### config.mk
export PLATFORM = sky130hd
export DESIGN_NAME = eyr_front
export DESIGN_NICKNAME = d
export VERILOG_FILES = /design/src/hw/rtl/euler_yxz_to_rotation_matrix_assert.svh /design/src/hw/rtl/eyr_pkg.sv /design/src/hw/rtl/eyr_front.sv
export SDC_FILE = /design/constraint.sdc
export NUM_CORES = 1
export LEC_CHECK = 0
export BUFFER_PORTS_ARGS = -buffer_cell sky130_fd_sc_hd__buf_2
export CAP_MARGIN = 5
export CORE_MARGIN = 5
export CORE_UTILIZATION = 44
export DETAILED_ROUTE_END_ITERATION = 8
export PLACE_DENSITY = 0.82
export RECOVER_POWER = 100
export SYNTH_ARGS = -nofsm -noshare
export SYNTH_HDL_FRONTEND = slang
export SYNTH_SLANG_ARGS = --single-unit
### constraint.sdc
create_clock -name clk -period 3.61 [get_ports clk]
set_input_delay 0.361 -clock clk [delete_from_list [all_inputs] [get_ports clk]]
set_output_delay 0.361 -clock clk [all_outputs]
set_load 0.05 [all_outputs]
### src/hw/rtl/euler_yxz_to_rotation_matrix_assert.svh
// Assertion macros shared by the rotation matrix RTL.
`ifndef EULER_YXZ_TO_ROTATION_MATRIX_ASSERT_SVH
`define EULER_YXZ_TO_ROTATION_MATRIX_ASSERT_SVH
`ifndef SYNTHESIS
`define EYR_ASSERT(label, clk, rst_n, prop) \
	label: assert property (@(posedge clk) disable iff (!rst_n) prop) \
		else $error("eyr assertion failed");
`define EYR_ASSERT_IMPLY(label, clk, rst_n, ante, cons) \
	label: assert property (@(posedge clk) disable iff (!rst_n) (ante) |-> (cons)) \
		else $error("eyr implication failed");
`define EYR_ASSERT_NEXT(label, clk, rst_n, ante, cons) \
	label: assert property (@(posedge clk) disable iff (!rst_n) (ante) |=> (cons)) \
		else $error("eyr next-cycle check failed");
`else
`define EYR_ASSERT(label, clk, rst_n, prop)
`define EYR_ASSERT_IMPLY(label, clk, rst_n, ante, cons)
`define EYR_ASSERT_NEXT(label, clk, rst_n, ante, cons)
`endif
`endif

### src/hw/rtl/eyr_pkg.sv
// Types, constants and helper functions for the rotation matrix block.
package eyr_pkg;
	localparam int ANGLE_BITS = 16;
	localparam int FRAC_BITS  = 14;
	localparam int VW         = FRAC_BITS + 2;
	localparam int EW         = VW + 1;
	localparam int PW         = 2 * EW + 1;
	localparam int ONE        = 1 << FRAC_BITS;
	localparam int FIFO_DEPTH = 4;
	localparam int FIFO_AW    = $clog2(FIFO_DEPTH);
	localparam int FIFO_CW    = $clog2(FIFO_DEPTH + 1);
	localparam int LANES      = 6;
	localparam int PH_SH      = 32 - ANGLE_BITS;
	localparam int SIN_SH     = 30 - FRAC_BITS;

	localparam logic [31:0] ANG_MASK = 32'((64'd1 << ANGLE_BITS) - 64'd1);
	localparam logic [31:0] QUARTER  = 32'h4000_0000;
	localparam logic [30:0] Q30_ONE  = 31'h4000_0000;
	localparam logic [30:0] SIN_A1   = 31'd1686629713;
	localparam logic [30:0] SIN_A3   = 31'd693598668;
	localparam logic [30:0] SIN_A5   = 31'd85569306;
	localparam logic [30:0] SIN_A7   = 31'd5026995;
	localparam logic [30:0] SIN_A9   = 31'd172272;

	localparam int LN_SX = 0;
	localparam int LN_CX = 1;
	localparam int LN_SY = 2;
	localparam int LN_CY = 3;
	localparam int LN_SZ = 4;
	localparam int LN_CZ = 5;

	typedef struct packed {
		logic [15:0] angle_x;
		logic [15:0] angle_y;
		logic [15:0] angle_z;
	} in_t;

	typedef struct packed {
		logic signed [15:0] m00;
		logic signed [15:0] m01;
		logic signed [15:0] m02;
		logic signed [15:0] m10;
		logic signed [15:0] m11;
		logic signed [15:0] m12;
		logic signed [15:0] m20;
		logic signed [15:0] m21;
		logic signed [15:0] m22;
	} out_t;

	typedef struct packed {
		logic        neg;
		logic [30:0] f;
	} lane_t;

	typedef struct packed {
		lane_t [LANES-1:0] lanes;
	} cmd_t;

	typedef struct packed {
		logic full;
		logic empty;
	} fifo_stat_t;

	function automatic logic [31:0] to_phase(input logic [15:0] a);
		return (32'(a) & ANG_MASK) << PH_SH;
	endfunction

	function automatic lane_t classify(input logic [31:0] ph);
		lane_t r;
		r.neg = ph[31];
		r.f   = ph[30] ? (Q30_ONE - {1'b0, ph[29:0]}) : {1'b0, ph[29:0]};
		return r;
	endfunction

	function automatic logic signed [VW-1:0] round_sat(input logic signed [PW-1:0] v);
		logic [PW-1:0]        mag;
		logic [PW-1:0]        r;
		logic signed [PW-1:0] s;
		logic signed [PW-1:0] one_p;
		one_p = PW'(ONE);
		mag   = v[PW-1] ? PW'(-v) : PW'(v);
		r     = (mag + (PW'(1) << (FRAC_BITS - 1))) >> FRAC_BITS;
		s     = v[PW-1] ? -$signed(r) : $signed(r);
		if (s > one_p)
			s = one_p;
		else if (s < -one_p)
			s = -one_p;
		return VW'(s);
	endfunction
endpackage

### src/hw/rtl/eyr_front.sv
// Front end: takes angle beats and turns them into quadrant/fraction commands.
module eyr_front (
	input  logic                clk,
	input  logic                arst_n,
	input  logic                src_valid,
	output logic                src_stall,
	input  eyr_pkg::in_t        src_item,
	input  eyr_pkg::fifo_stat_t stat,
	output logic                push,
	output eyr_pkg::cmd_t       cmd
);
	import eyr_pkg::*;

	in_t         in_s1;
	logic        vld_s1;
	logic [31:0] px;
	logic [31:0] py;
	logic [31:0] pz;

	assign src_stall = vld_s1 && stat.full;
	assign push      = vld_s1 && !stat.full;

	assign px = to_phase(in_s1.angle_x);
	assign py = to_phase(in_s1.angle_y);
	assign pz = to_phase(in_s1.angle_z);

	always_comb begin
		cmd.lanes[LN_SX] = classify(px);
		cmd.lanes[LN_CX] = classify(px + QUARTER);
		cmd.lanes[LN_SY] = classify(py);
		cmd.lanes[LN_CY] = classify(py + QUARTER);
		cmd.lanes[LN_SZ] = classify(pz);
		cmd.lanes[LN_CZ] = classify(pz + QUARTER);
	end

	always_ff @(posedge clk) begin
		if (!src_stall && src_valid)
			in_s1 <= src_item;
	end

	always_ff @(posedge clk or negedge arst_n) begin
		if (!arst_n) begin
			vld_s1 <= 1'b0;
		end else if (!src_stall) begin
			vld_s1 <= src_valid;
		end
	end
endmodule

==> run summary <==
Longest Clk Path Bufs: 2
Top Usage Layer GRT: met2
setup repair bufs after CTS: 0
first-pass GRT wire length: 13,500 um
Worst Hold Path EP: in_s1[12]
CTS Sinks: 49
Peak supply drop: 0.338 mV
diode count: 0
period utilization: 89.9%
r2r endpoint: cmd[95]
WL/cell: 13.4 um
Final ANT Viol Nets: 0
actual slew at the worst max-slew pin: 2.20 ns
hold crit path type: input port to flop
RSZ-0062 raised after global routing: no
number of global-route vias before repair: 2,792
DR iter-0 viols: 95
sequential-to-total area share from yosys stat: 37.7%
DR DRC count: 0
M1 GR Usage: 15.8%
Filler cells: 813
nets@finish: 589
dpl hpwl: 7140 um
worst-skew pair later-pin latency: 0.29 ns
Req. time, crit path: 3.25 ns
Post-Syn Area: 3890 sq um
CTS H-tree depth: 2
CP arrival: 2.88 ns
Die Ht: 104 um
Top FF cell, synth: edfxtp_1
port buffer count: 149
max_cap viols: 1
vias per cell: 4.49
Worst Setup Path Type: flop to output pin
pwr/cell area: 443 nW/um^2
status: finished with violations
R2R Setup Slk: 0.56 ns
min Tclk post-route: 3.24 ns
Worst R2R Path Depth: 3
hold wc startpoint: src_item[12]
initial antenna violation count: 2
Routed WL: 8610 um
largest net degree at the start of global routing: 31
Initial Util: 44.9%
met3 Track Usage GR: 5.40%
Placed Area: 4290 sq um
Leakage: 0.00174 uW
storage element area: 1470 sq um
Worst Hold Depth: 1
setup violators final: 0
Slew headroom: -46.7%
setup tns final: 0 ns
flops & latches, synth: 49
# rows: 34
total chip power: 1890 uW
Worst setup SP type: flop
GR Util met2: 27.6%
design area: 4260 sq um
share of layout cells above drive strength 1: 15.0%
IO Count: 247
number of synthesized flops with an enable pin: 48
DR pass1 iterations: 5
core box area: 8680 sq um
Synth Instances: 401
hold_ws: 0.235 ns
total CTS buffers: 5
Total GRT Usage: 14.8%
Max Clk Rate: 308 MHz
CTS clk-pin slew, worst paths: 0.09 ns
failing checks: max-capacitance violations, max-slew violations
width of the chip: 104 um
CTS root buffer: clkbuf_8
Layout area overhead: 9.48%
CTS tree: done
Slew Limit Fails: 27
area occupied by multi-input gates: 1900 sq um
skew final: 0.00437 ns
GR Overflow Total: 0
Avg Inst Size Synth: 9.71 sq um
R2R Path Start: vld_s1
die area: 10,800 sq um
CP endpoint kind: output pin
final hold vios: 0
FFs w/ async S/R, synth: 2.04%
Max FO, Critical Path: 6
vias: 2,882
GP Congestion: 0.793
Syn. warnings: 0
Yosys cell types: 45
==> power by group <==
group	switching, uW	internal [uW]	total, uW
Clock	179	137	315
Sequential	56.2	665	721
Combinational	720	133	853
==> worst max-delay path by stage <==
stage	to	from	cells after the start	slack [ns]
after floorplan	cmd[94]	in_s1[16]	5	0.16
after global placement	cmd[60]	in_s1[32]	7	0.92
after detailed placement	cmd[60]	in_s1[32]	7	0.91
after CTS	cmd[60]	in_s1[32]	7	0.57
after global routing	cmd[186]	in_s1[0]	7	0.16
final	cmd[60]	in_s1[32]	7	0.37
==> routing by layer <==
metal	vias to the layer above	part of all wire, %
li1	1406	-
met1	1302	36
met2	158	51
met3	12	12
met4	4	1.2
met5	-	0.33
==> through the flow <==
step | util [%] | setup slack [ns] | instances
global route | 49.1 | 0.157 | 642
global placement | 49.5 | 0.922 | 633
CTS | 50.6 | 0.571 | 642
floorplan | - | 0.156 | 496
detailed placement | 49.5 | 0.909 | 633
finish | 49.1 | 0.366 | 642
==> cell families after synthesis <==
logic type      after synthesis  synth area share [%]
other cells                   1                0.0963
fa+ha+maj                     3                 0.964
flops                        49                  37.7
simple gates                111                  15.8
xor+xnor                     75                  16.9
buf+inv                     127                  22.4
compound gates               32                  5.34
mux                           3                 0.868
==> critical path, stage by stage (launching register included) <==
cell      delay, ns
edfxtp_1       0.45
inv_1          0.09
ha_1           0.21
or4b_1         0.58
or3_1          0.45
nor2b_1        0.17
xor2_1         0.15
clkbuf_1       0.48
==> area by class of cell <==
cell class	instances	area share, %
sequential	49	34.4
timing repair buffer	151	15.2
clock buffer	6	1.70
multi-input combinational	320	44.7
clock inverter	2	0.352
tap	108	3.17
inverter	6	0.528
==> sequential cells by signal, summed over array words and instances, names as in the netlist <==
signal  cells
in_s1      45
cmd         3
vld_s1      1
==> cell usage in the layout, fill, tap and decap left out, drive strengths merged <==
cell type    Yosys  final
a21boi           2      2
a21oi           10     10
a31oi            3      3
and2             2      2
and3             1      1
buf            109     54
clkbuf          12    102
clkinvlp         0      2
conb             1     96
dfrtp            1      1
dlygate4sd3      0      1
edfxtp          48     48
ha               3      3
inv              6      6
mux2             3      3
nand2           19     19
nand2b          10     10
nand3            3      3
nand4            1      1
nor2            29     29
nor2b            5      5
nor3            12     12
nor3b            1      1
nor4             7      7
nor4b            3      3
o21ai           10     10
o21bai           2      2
o31ai            4      4
o41ai            1      1
or2              4      4
or3              5      5
or3b             1      1
or4              6      6
or4b             2      2
xnor2           37     37
xor2            38     38
==> cell usage after synthesis, drive strengths merged, types with 2 or more instances <==
master  count  area (sq um)
or2         4          25.0
nor4b       3          32.5
clkbuf     12          45.0
inv         6          22.5
o31ai       4          35.0
nand2      19          71.3
a21boi      2          15.0
nor2b       5          38.8
nor3       12          60.1
nand3       3          15.0
or4         6          56.3
nand2b     10          62.6
buf       109           806
a21oi      10          50.1
xnor2      37           324
a31oi       3          18.8
or4b        2          20.0
nor4        7          50.1
o21bai      2          18.8
nor2       29           109
xor2       38           333
mux2        3          33.8
ha          3          37.5
edfxtp     48          1440
or3         5          31.3
and2        2          12.5
o21ai      10          53.8
==> timing repair <==
action,4_1_cts,5_1_grt
endpoints found under the hold margin,1,0
hold buffers,1,0
resized for setup,0,0
(Power assumes the default switching activity.)
