===== src/hw/rtl/euler_yxz_to_rotation_matrix_assert.svh =====
// Assertion macros shared by the rotation matrix RTL.
`ifndef EULER_YXZ_TO_ROTATION_MATRIX_ASSERT_SVH
`define EULER_YXZ_TO_ROTATION_MATRIX_ASSERT_SVH
`ifndef SYNTHESIS
`define EYR_ASSERT(label, clk, rst_n, prop) \
	label: assert property (@(posedge clk) disable iff (!rst_n) prop) \
		else $error("eyr assertion failed");
`define EYR_ASSERT_IMPLY(label, clk, rst_n, ante, cons) \
	label: assert property (@(posedge clk) disable iff (!rst_n) (ante) |-> (cons)) \
		else $error("eyr implication failed");
`define EYR_ASSERT_NEXT(label, clk, rst_n, ante, cons) \
	label: assert property (@(posedge clk) disable iff (!rst_n) (ante) |=> (cons)) \
		else $error("eyr next-cycle check failed");
`else
`define EYR_ASSERT(label, clk, rst_n, prop)
`define EYR_ASSERT_IMPLY(label, clk, rst_n, ante, cons)
`define EYR_ASSERT_NEXT(label, clk, rst_n, ante, cons)
`endif
`endif


===== src/hw/rtl/eyr_pkg.sv =====
// Types, constants and helper functions for the rotation matrix block.
package eyr_pkg;
	localparam int ANGLE_BITS = 16;
	localparam int FRAC_BITS  = 14;
	localparam int VW         = FRAC_BITS + 2;
	localparam int EW         = VW + 1;
	localparam int PW         = 2 * EW + 1;
	localparam int ONE        = 1 << FRAC_BITS;
	localparam int FIFO_DEPTH = 4;
	localparam int FIFO_AW    = $clog2(FIFO_DEPTH);
	localparam int FIFO_CW    = $clog2(FIFO_DEPTH + 1);
	localparam int LANES      = 6;
	localparam int PH_SH      = 32 - ANGLE_BITS;
	localparam int SIN_SH     = 30 - FRAC_BITS;

	localparam logic [31:0] ANG_MASK = 32'((64'd1 << ANGLE_BITS) - 64'd1);
	localparam logic [31:0] QUARTER  = 32'h4000_0000;
	localparam logic [30:0] Q30_ONE  = 31'h4000_0000;
	localparam logic [30:0] SIN_A1   = 31'd1686629713;
	localparam logic [30:0] SIN_A3   = 31'd693598668;
	localparam logic [30:0] SIN_A5   = 31'd85569306;
	localparam logic [30:0] SIN_A7   = 31'd5026995;
	localparam logic [30:0] SIN_A9   = 31'd172272;

	localparam int LN_SX = 0;
	localparam int LN_CX = 1;
	localparam int LN_SY = 2;
	localparam int LN_CY = 3;
	localparam int LN_SZ = 4;
	localparam int LN_CZ = 5;

	typedef struct packed {
		logic [15:0] angle_x;
		logic [15:0] angle_y;
		logic [15:0] angle_z;
	} in_t;

	typedef struct packed {
		logic signed [15:0] m00;
		logic signed [15:0] m01;
		logic signed [15:0] m02;
		logic signed [15:0] m10;
		logic signed [15:0] m11;
		logic signed [15:0] m12;
		logic signed [15:0] m20;
		logic signed [15:0] m21;
		logic signed [15:0] m22;
	} out_t;

	typedef struct packed {
		logic        neg;
		logic [30:0] f;
	} lane_t;

	typedef struct packed {
		lane_t [LANES-1:0] lanes;
	} cmd_t;

	typedef struct packed {
		logic full;
		logic empty;
	} fifo_stat_t;

	function automatic logic [31:0] to_phase(input logic [15:0] a);
		return (32'(a) & ANG_MASK) << PH_SH;
	endfunction

	function automatic lane_t classify(input logic [31:0] ph);
		lane_t r;
		r.neg = ph[31];
		r.f   = ph[30] ? (Q30_ONE - {1'b0, ph[29:0]}) : {1'b0, ph[29:0]};
		return r;
	endfunction

	function automatic logic signed [VW-1:0] round_sat(input logic signed [PW-1:0] v);
		logic [PW-1:0]        mag;
		logic [PW-1:0]        r;
		logic signed [PW-1:0] s;
		logic signed [PW-1:0] one_p;
		one_p = PW'(ONE);
		mag   = v[PW-1] ? PW'(-v) : PW'(v);
		r     = (mag + (PW'(1) << (FRAC_BITS - 1))) >> FRAC_BITS;
		s     = v[PW-1] ? -$signed(r) : $signed(r);
		if (s > one_p)
			s = one_p;
		else if (s < -one_p)
			s = -one_p;
		return VW'(s);
	endfunction
endpackage


===== src/hw/rtl/eyr_fifo.sv =====
// Short command queue between front and back.
`include "euler_yxz_to_rotation_matrix_assert.svh"
module eyr_fifo (
	input  logic                clk,
	input  logic                arst_n,
	input  logic                push,
	input  eyr_pkg::cmd_t       wdata,
	input  logic                pop,
	output eyr_pkg::cmd_t       rdata,
	output eyr_pkg::fifo_stat_t stat
);
	import eyr_pkg::*;

	cmd_t               mem_q [FIFO_DEPTH];
	logic [FIFO_AW-1:0] wr_q;
	logic [FIFO_AW-1:0] rd_q;
	logic [FIFO_CW-1:0] cnt_q;

	assign stat.full  = (cnt_q == FIFO_CW'(FIFO_DEPTH));
	assign stat.empty = (cnt_q == '0);
	assign rdata      = mem_q[rd_q];

	always_ff @(posedge clk) begin
		if (push)
			mem_q[wr_q] <= wdata;
	end

	always_ff @(posedge clk or negedge arst_n) begin
		if (!arst_n) begin
			wr_q  <= '0;
			rd_q  <= '0;
			cnt_q <= '0;
		end else begin
			if (push)
				wr_q <= (wr_q == FIFO_AW'(FIFO_DEPTH - 1)) ? '0 : wr_q + 1'b1;
			if (pop)
				rd_q <= (rd_q == FIFO_AW'(FIFO_DEPTH - 1)) ? '0 : rd_q + 1'b1;
			if (push && !pop)
				cnt_q <= cnt_q + 1'b1;
			else if (pop && !push)
				cnt_q <= cnt_q - 1'b1;
		end
	end

	`EYR_ASSERT(a_cnt_bound, clk, arst_n, (cnt_q <= FIFO_CW'(FIFO_DEPTH)))
	`EYR_ASSERT_IMPLY(a_no_overflow, clk, arst_n, push, (!stat.full || pop))
	`EYR_ASSERT_IMPLY(a_no_underflow, clk, arst_n, pop, !stat.empty)
endmodule


===== config.mk =====
export PLATFORM = sky130hd
export DESIGN_NAME = eyr_fifo
export DESIGN_NICKNAME = d
export VERILOG_FILES = /design/src/hw/rtl/eyr_pkg.sv /design/src/hw/rtl/eyr_fifo.sv
export VERILOG_INCLUDE_DIRS = /design/src /design/src/hw/rtl
export SDC_FILE = /design/constraint.sdc
export NUM_CORES = 1
export LEC_CHECK = 0
export BUFFER_PORTS_ARGS = -buffer_cell sky130_fd_sc_hd__buf_2
export CAP_MARGIN = 20
export CELL_PAD_IN_SITES_DETAIL_PLACEMENT = 1
export CELL_PAD_IN_SITES_GLOBAL_PLACEMENT = 1
export CORE_MARGIN = 2
export CORE_UTILIZATION = 46
export DETAILED_ROUTE_END_ITERATION = 6
export PLACE_DENSITY_LB_ADDON = 0.25
export SYNTH_ARGS = -nofsm -noshare
export SYNTH_HDL_FRONTEND = slang
export SYNTH_SLANG_ARGS = --single-unit

===== constraint.sdc =====
create_clock -name clk -period 5.75 [get_ports clk]
set_input_delay 0.2875 -clock clk [delete_from_list [all_inputs] [get_ports clk]]
set_output_delay 0.2875 -clock clk [all_outputs]
set_load 0.01 [all_outputs]

==> results of run 1 <==
==> final cells by class <==
class / instances / share of cell area [%]
sequential: 775 / 65.6
multi-input combinational: 218 / 12.9
timing repair buffer: 596 / 11.5
clock buffer: 95 / 5.87
tap: 782 / 2.76
clock inverter: 51 / 1.33
antenna: 7 / 0.0494
inverter: 4 / 0.0424
==> cell families (layout without fill, tap and decap cells) <==
logic type,count (synthesis),after routing,synth area share [%]
muxes,195,195,15.5
xor gates and xnor gates,3,3,0.0934
buffers and inverters,47,746,1.25
and+or+nand+nor,11,11,0.200
other,0,7,0
AOI/OAI and AO/OA,2,2,0.0356
adders and majority gates,7,7,0.338
DFF,775,775,82.6
==> path summary, 6_finish.rpt <==
| kind | startpoint | endpoint | slack (ps) | depth (start not counted) |
|---|---|---|---|---|
| max in group asynchronous | arst_n | rd_q[1] | 5480 | 2 |
| worst min register to register | cnt_q[2] | cnt_q[2] | 500 | 1 |
| worst max register to register | wr_q[0] | mem_q[2][42] | 3230 | 4 |
| worst max-delay path | rd_q[0] | rdata[17] | 2490 | 3 |
| worst min-delay path | arst_n | rd_q[0] | 80 | 2 |
| min in group clk | wdata[150] | mem_q[3][150] | 420 | 2 |
==> power groups by stage <==
| stage | logic (W) | registers (W) | clock network, W |
|---|---|---|---|
| 6_report | 0.00472 | 0.00759 | 0.00502 |
| 5_1_grt | 0.00507 | 0.00768 | 0.00535 |
| 3_5_place_dp | 0.00470 | 0.00771 | 0 |
| 2_1_floorplan | 0.00314 | 0.00766 | 0 |
| 4_1_cts | 0.00483 | 0.00760 | 0.00513 |
| 3_3_place_gp | 0.00469 | 0.00764 | 0 |
==> state kept, by name (all words and copies together) (netlist names) <==
signal and flops:
mem_q 768, rd_q 2, wr_q 2, cnt_q 3
==> metrics by stage <==
| stage | power [W] | cells |
|---|---|---|
| after floorplan | 0.0108 | 1040 |
| after global placement | 0.0123 | 2180 |
| after detailed placement | 0.0124 | 2180 |
| after CTS | 0.0176 | 2521 |
| after global routing | 0.0181 | 2523 |
| final | 0.0173 | 2528 |
==> synth_stat cells (3+ instances only) <==
cell      count
and2_1        4
buf_2        18
buf_6        18
dfrtp_1       7
edfxtp_1    768
ha_1          6
inv_1         4
mux2_2        3
mux4_2      192
nor2_1        3
==> critical path: stages, from the launching register on <==
cell and delay (ps):
dfrtp_4 750, buf_12 570, mux4_2 660, buf_2 170
==> routing by layer <==
layer / global-route usage (%) / part of all wire, % / vias up
met4: 5.95 / 2.3 / 6
met1: 25.0 / 39 / 6944
met3: 6.00 / 8.0 / 107
li1: - / - / 5816
met2: 32.2 / 50 / 422
met5: 0 / 0.058 / -
==> flow_metrics.tcl, run 1 <==
set metrics [dict create \
    synth_top_cell_area_share_pct 82.0 \
    fillers 5116 \
    postCtsSetupBuffers 0 \
    syn_nets 1243 \
    clock-sinks 775 \
    period_needed_ps 3260 \
    syn_area_mm2 0.0281 \
    grt_usage_pct 19.5 \
    antenna_left 0 \
    initial_utilization_pct 46.6 \
    grt_setup_unrepaired "false" \
    clock_path_buffers 3 \
    synth_area_per_cell_um2 27.1 \
    die_x_um 251 \
    finalSetupTns_ps 0 \
    ys_seq_area_share_pct 82.6 \
    p_switching_w 0.00502 \
    grt_first_pass_wirelength_mm 92.3 \
    clock_skew_ps 22.3 \
    worstSetupPathType "flop to primary output" \
    maxCapViolations 0 \
    clkTransAtPathRegs_ps 60 \
    grt_pass1_vias 14787 \
    placement.cell_area_mm2 0.0309 \
    clock_power_share_pct 29.0 \
    combPwrFrac_pct 27.2 \
    hold_viol 0 \
    io_buffers 389 \
    nets 1877 \
    worst_pin_slew_ps 946 \
    slew_headroom_pct 36.9 \
    drive_above_1_share_pct 41.1 \
    grt_max_degree 99 \
    end_kind "primary output" \
    synth_top_area_cell "edfxtp_1" \
    synth_edf_count 768 \
    postRouteWirelength_mm 60.9 \
    final.setup.worst_slack_ps 2490 \
    wl_per_cell_um 24.1 \
    core_area_mm2 0.0604 \
    drtPass1Iterations 4 \
    powerDensity_mw_per_mm2 489 \
    vdd_ir_drop_max_mv 0.495 \
    fin_crit_sh_pct 56.8 \
    critPathArrivalTime_ps 2980 \
    design_area_mm2 0.0354 \
    dieArea_mm2 0.0632 \
    holdBufCountCts 195 \
    ys_async_sr_fraction_pct 0.903 \
    root_buffer "clkbuf_16" \
    route.detailed.drc 0 \
    setup_viol 0 \
    p_int_w 0.0123 \
    synthCells 1040 \
    vias 13295 \
    ff_latch_area_mm2 0.0232 \
    drtIter0Drc 821 \
    grt_overflow_total 0 \
    fmax_mhz 306 \
    yosys_warnings 0 \
    place_congestion 0.727 \
    hp-class "input pin to asynchronous set/reset pin" \
    crit_required_ps 5460 \
    vias_per_cell 5.26 \
    whs_ps 75.1 \
    multi_input_area_mm2 0.00456 \
    ys_seq_elements 775 \
    io_pins 390 \
    ys.flop_type "edfxtp_1" \
    clk_latency_ps 610 \
    area_growth_pct 26.0 \
    leakage_nw 12.1 \
    fp.dieH_um 251 \
    htreeDepth 3 \
    antenna_found_initial 7 \
    power_frac_seq_pct 43.8 \
    ys_types 21 \
    p_sw_share_pct 28.9 \
    fp-row-count 90 \
    status "finished clean" \
    preCtsSetupSlack_ps 3040 \
    synth.area.top_cells "edfxtp_1 82%, mux4_2 15%, buf_6 0.72%" \
    hpwl_mm 35.1 \
    startpoint_type "flop" \
    numCtsBuffers 79 \
    final_util_pct 58.7 \
    drv_slew 0 \
    mostFrequentLayoutCell "edfxtp_1" \
    final_cell_mix "768 x edfxtp_1, 389 x buf_2, 195 x dlygate4sd3_1" \
    cts_resized 0 \
    cts_tree "done" \
    crit_fanout 98 \
]
No activity file was read; power rests on OpenSTA's default activity.
==> inputs of run 2 (changes only) <==
Settings changed: CORE_UTILIZATION 46 to 50.
Clock period 5.75 ns to 3.3 ns, I/O delays scaled along.
==> run 2 against run 1 <==
Against the previous run: final cell count decreased by 1.1%; first-iteration DRC count grew 15%; clock skew shrank 7.1 ps; clock-buffer cell count is 1 higher; largest power group unchanged; core utilization is 5.6 points higher; die area decreased by 7.9%; critical endpoint is now rdata[95]; setup slack got worse by 1900 ps; via count grew 4.6%.
==> flow_metrics.tcl, run 2 (same netlist as run 1, synthesis figures left out) <==
set metrics [dict create \
    antenna_left 0 \
    dieArea_mm2 0.0582 \
    core_area_mm2 0.0554 \
    fp-row-count 86 \
    io_buffers 389 \
    wl_per_cell_um 27.3 \
    grt_overflow_total 0 \
    drive_above_1_share_pct 41.4 \
    status "finished clean" \
    p_switching_w 0.00901 \
    mostFrequentLayoutCell "edfxtp_1" \
    die_x_um 241 \
    maxCapViolations 0 \
    design_area_mm2 0.0356 \
    route.detailed.drc 0 \
    crit_buf_inv 2 \
    largest_reg_flops 768 \
    crit_path_max_incr_delay_ps 690 \
    worst_pin_slew_ps 710 \
    fin_crit_sh_pct 82.6 \
    postRouteWirelength_mm 68.4 \
    combPwrFrac_pct 28.6 \
    hold_viol 0 \
    clock_power_share_pct 28.4 \
    crit_fanout 50 \
    area_growth_pct 26.7 \
    ff_latch_area_mm2 0.0232 \
    drtPass1Iterations 5 \
    grt_usage_pct 23.9 \
    power_frac_seq_pct 43.1 \
    finalSetupTns_ps 0 \
    clock_skew_ps 15.2 \
    clkTransAtPathRegs_ps 70 \
    multi_input_area_mm2 0.00456 \
    leakage_nw 12.3 \
    clock_path_buffers 3 \
    vias_per_cell 5.56 \
    crit_required_ps 3130 \
    grt_max_degree 71 \
    slew_headroom_pct 52.7 \
    clk_latency_ps 610 \
    root_buffer "clkbuf_16" \
    io_pins 390 \
    p_sw_share_pct 29.3 \
    cts_tree "done" \
    fp.dieH_um 241 \
    cts_resized 0 \
    clock-sinks 775 \
    dpl.cell_count 2166 \
    final_cell_mix "768 x edfxtp_1, 389 x buf_2, 196 x dlygate4sd3_1" \
    worstSetupPathType "flop to primary output" \
    startpoint_type "flop" \
    critPathArrivalTime_ps 2560 \
    drv_slew 0 \
    hpwl_mm 38.1 \
    top_register "mem_q" \
    crit_chain "buf_12, mux4_2, buf_2" \
    fillers 4524 \
    fmax_mhz 367 \
    drtIter0Drc 946 \
    nets 1897 \
    period_needed_ps 2730 \
    hp-class "input pin to flop" \
    place_congestion 0.751 \
    placement.cell_area_mm2 0.0312 \
    grt_first_pass_wirelength_mm 101 \
    top_regs "mem_q x768, cnt_q x3" \
    grt_pass1_vias 15412 \
    powerDensity_mw_per_mm2 862 \
    layout.cells.non_filler 2500 \
    vdd_ir_drop_max_mv 0.522 \
    numCtsBuffers 78 \
    grt_setup_unrepaired "false" \
    htreeDepth 3 \
    slowest_stage "dfrtp_4" \
    setup_viol 0 \
    p_int_w 0.0217 \
    crit_family "flip-flops" \
    vias 13911 \
    antenna_found_initial 8 \
    end_kind "primary output" \
    initial_utilization_pct 50.8 \
]
run 2: per-layer routing:
layer  vias up  part of all wire, %  track usage [%]
met1      7368                   38             30.7
met3       130                  7.6             6.38
met4        14                  2.9             8.10
met5         -                 0.14                0
met2       556                   51             40.0
li1       5843                    -                -
run 2: worst register-to-register path: stages, from the launching register on:
cell and delay [ps]:
dfrtp_1 410, inv_1 110, ha_1 160, and2_4 470, buf_4 510
run 2: final cells by class:
| class | count | share of cell area, % |
|---|---|---|
| Sequential cell | 775 | 65.2 |
| Multi-Input combinational cell | 218 | 12.8 |
| Timing Repair Buffer | 617 | 12.3 |
| Clock buffer | 96 | 5.85 |
| Tap cell | 748 | 2.63 |
| Clock inverter | 40 | 1.15 |
| Inverter | 4 | 0.0421 |
| Antenna cell | 2 | 0.0140 |
run 2: final timing paths:
kind | slack (ps) | to | start | cells past startpoint
max | 570 | rdata[95] | rd_q[0] | 3
min | 310 | mem_q[1][86] | wdata[86] | 2
max reg2reg | 1260 | mem_q[2][66] | wr_q[0] | 4
min reg2reg | 490 | cnt_q[2] | cnt_q[2] | 1
max in group asynchronous | 2460 | rd_q[1] | arst_n | 3
min in group asynchronous | 540 | wr_q[1] | arst_n | 3
run 2: per-stage QoR:
| stage | hold WS (ps) | setup WS, ps | util, % | total power, W |
|---|---|---|---|---|
| 2_1_floorplan | -131 | 883 | - | 0.0186 |
| 3_3_place_gp | 29.2 | 1150 | 56.3 | 0.0218 |
| 3_5_place_dp | 18.5 | 1130 | 56.3 | 0.0220 |
| 4_1_cts | 264 | 459 | 64.3 | 0.0309 |
| 5_1_grt | 298 | 414 | 64.3 | 0.0319 |
| 6_report | 313 | 573 | 64.3 | 0.0307 |
run 2: power by group through the flow:
stage	Clock (W)	Combinational (W)	Sequential, W
6_report	0.00871	0.00878	0.0132
5_1_grt	0.00917	0.00938	0.0134
4_1_cts	0.00879	0.00886	0.0132
3_5_place_dp	0	0.00860	0.0134
3_3_place_gp	0	0.00853	0.0132
2_1_floorplan	0	0.00548	0.0131
run 2: timing repair:
item | CTS | global route
hold buffers | 196 | 0
endpoints found under the hold margin | 779 | 0
buffers inserted | 0 | 0
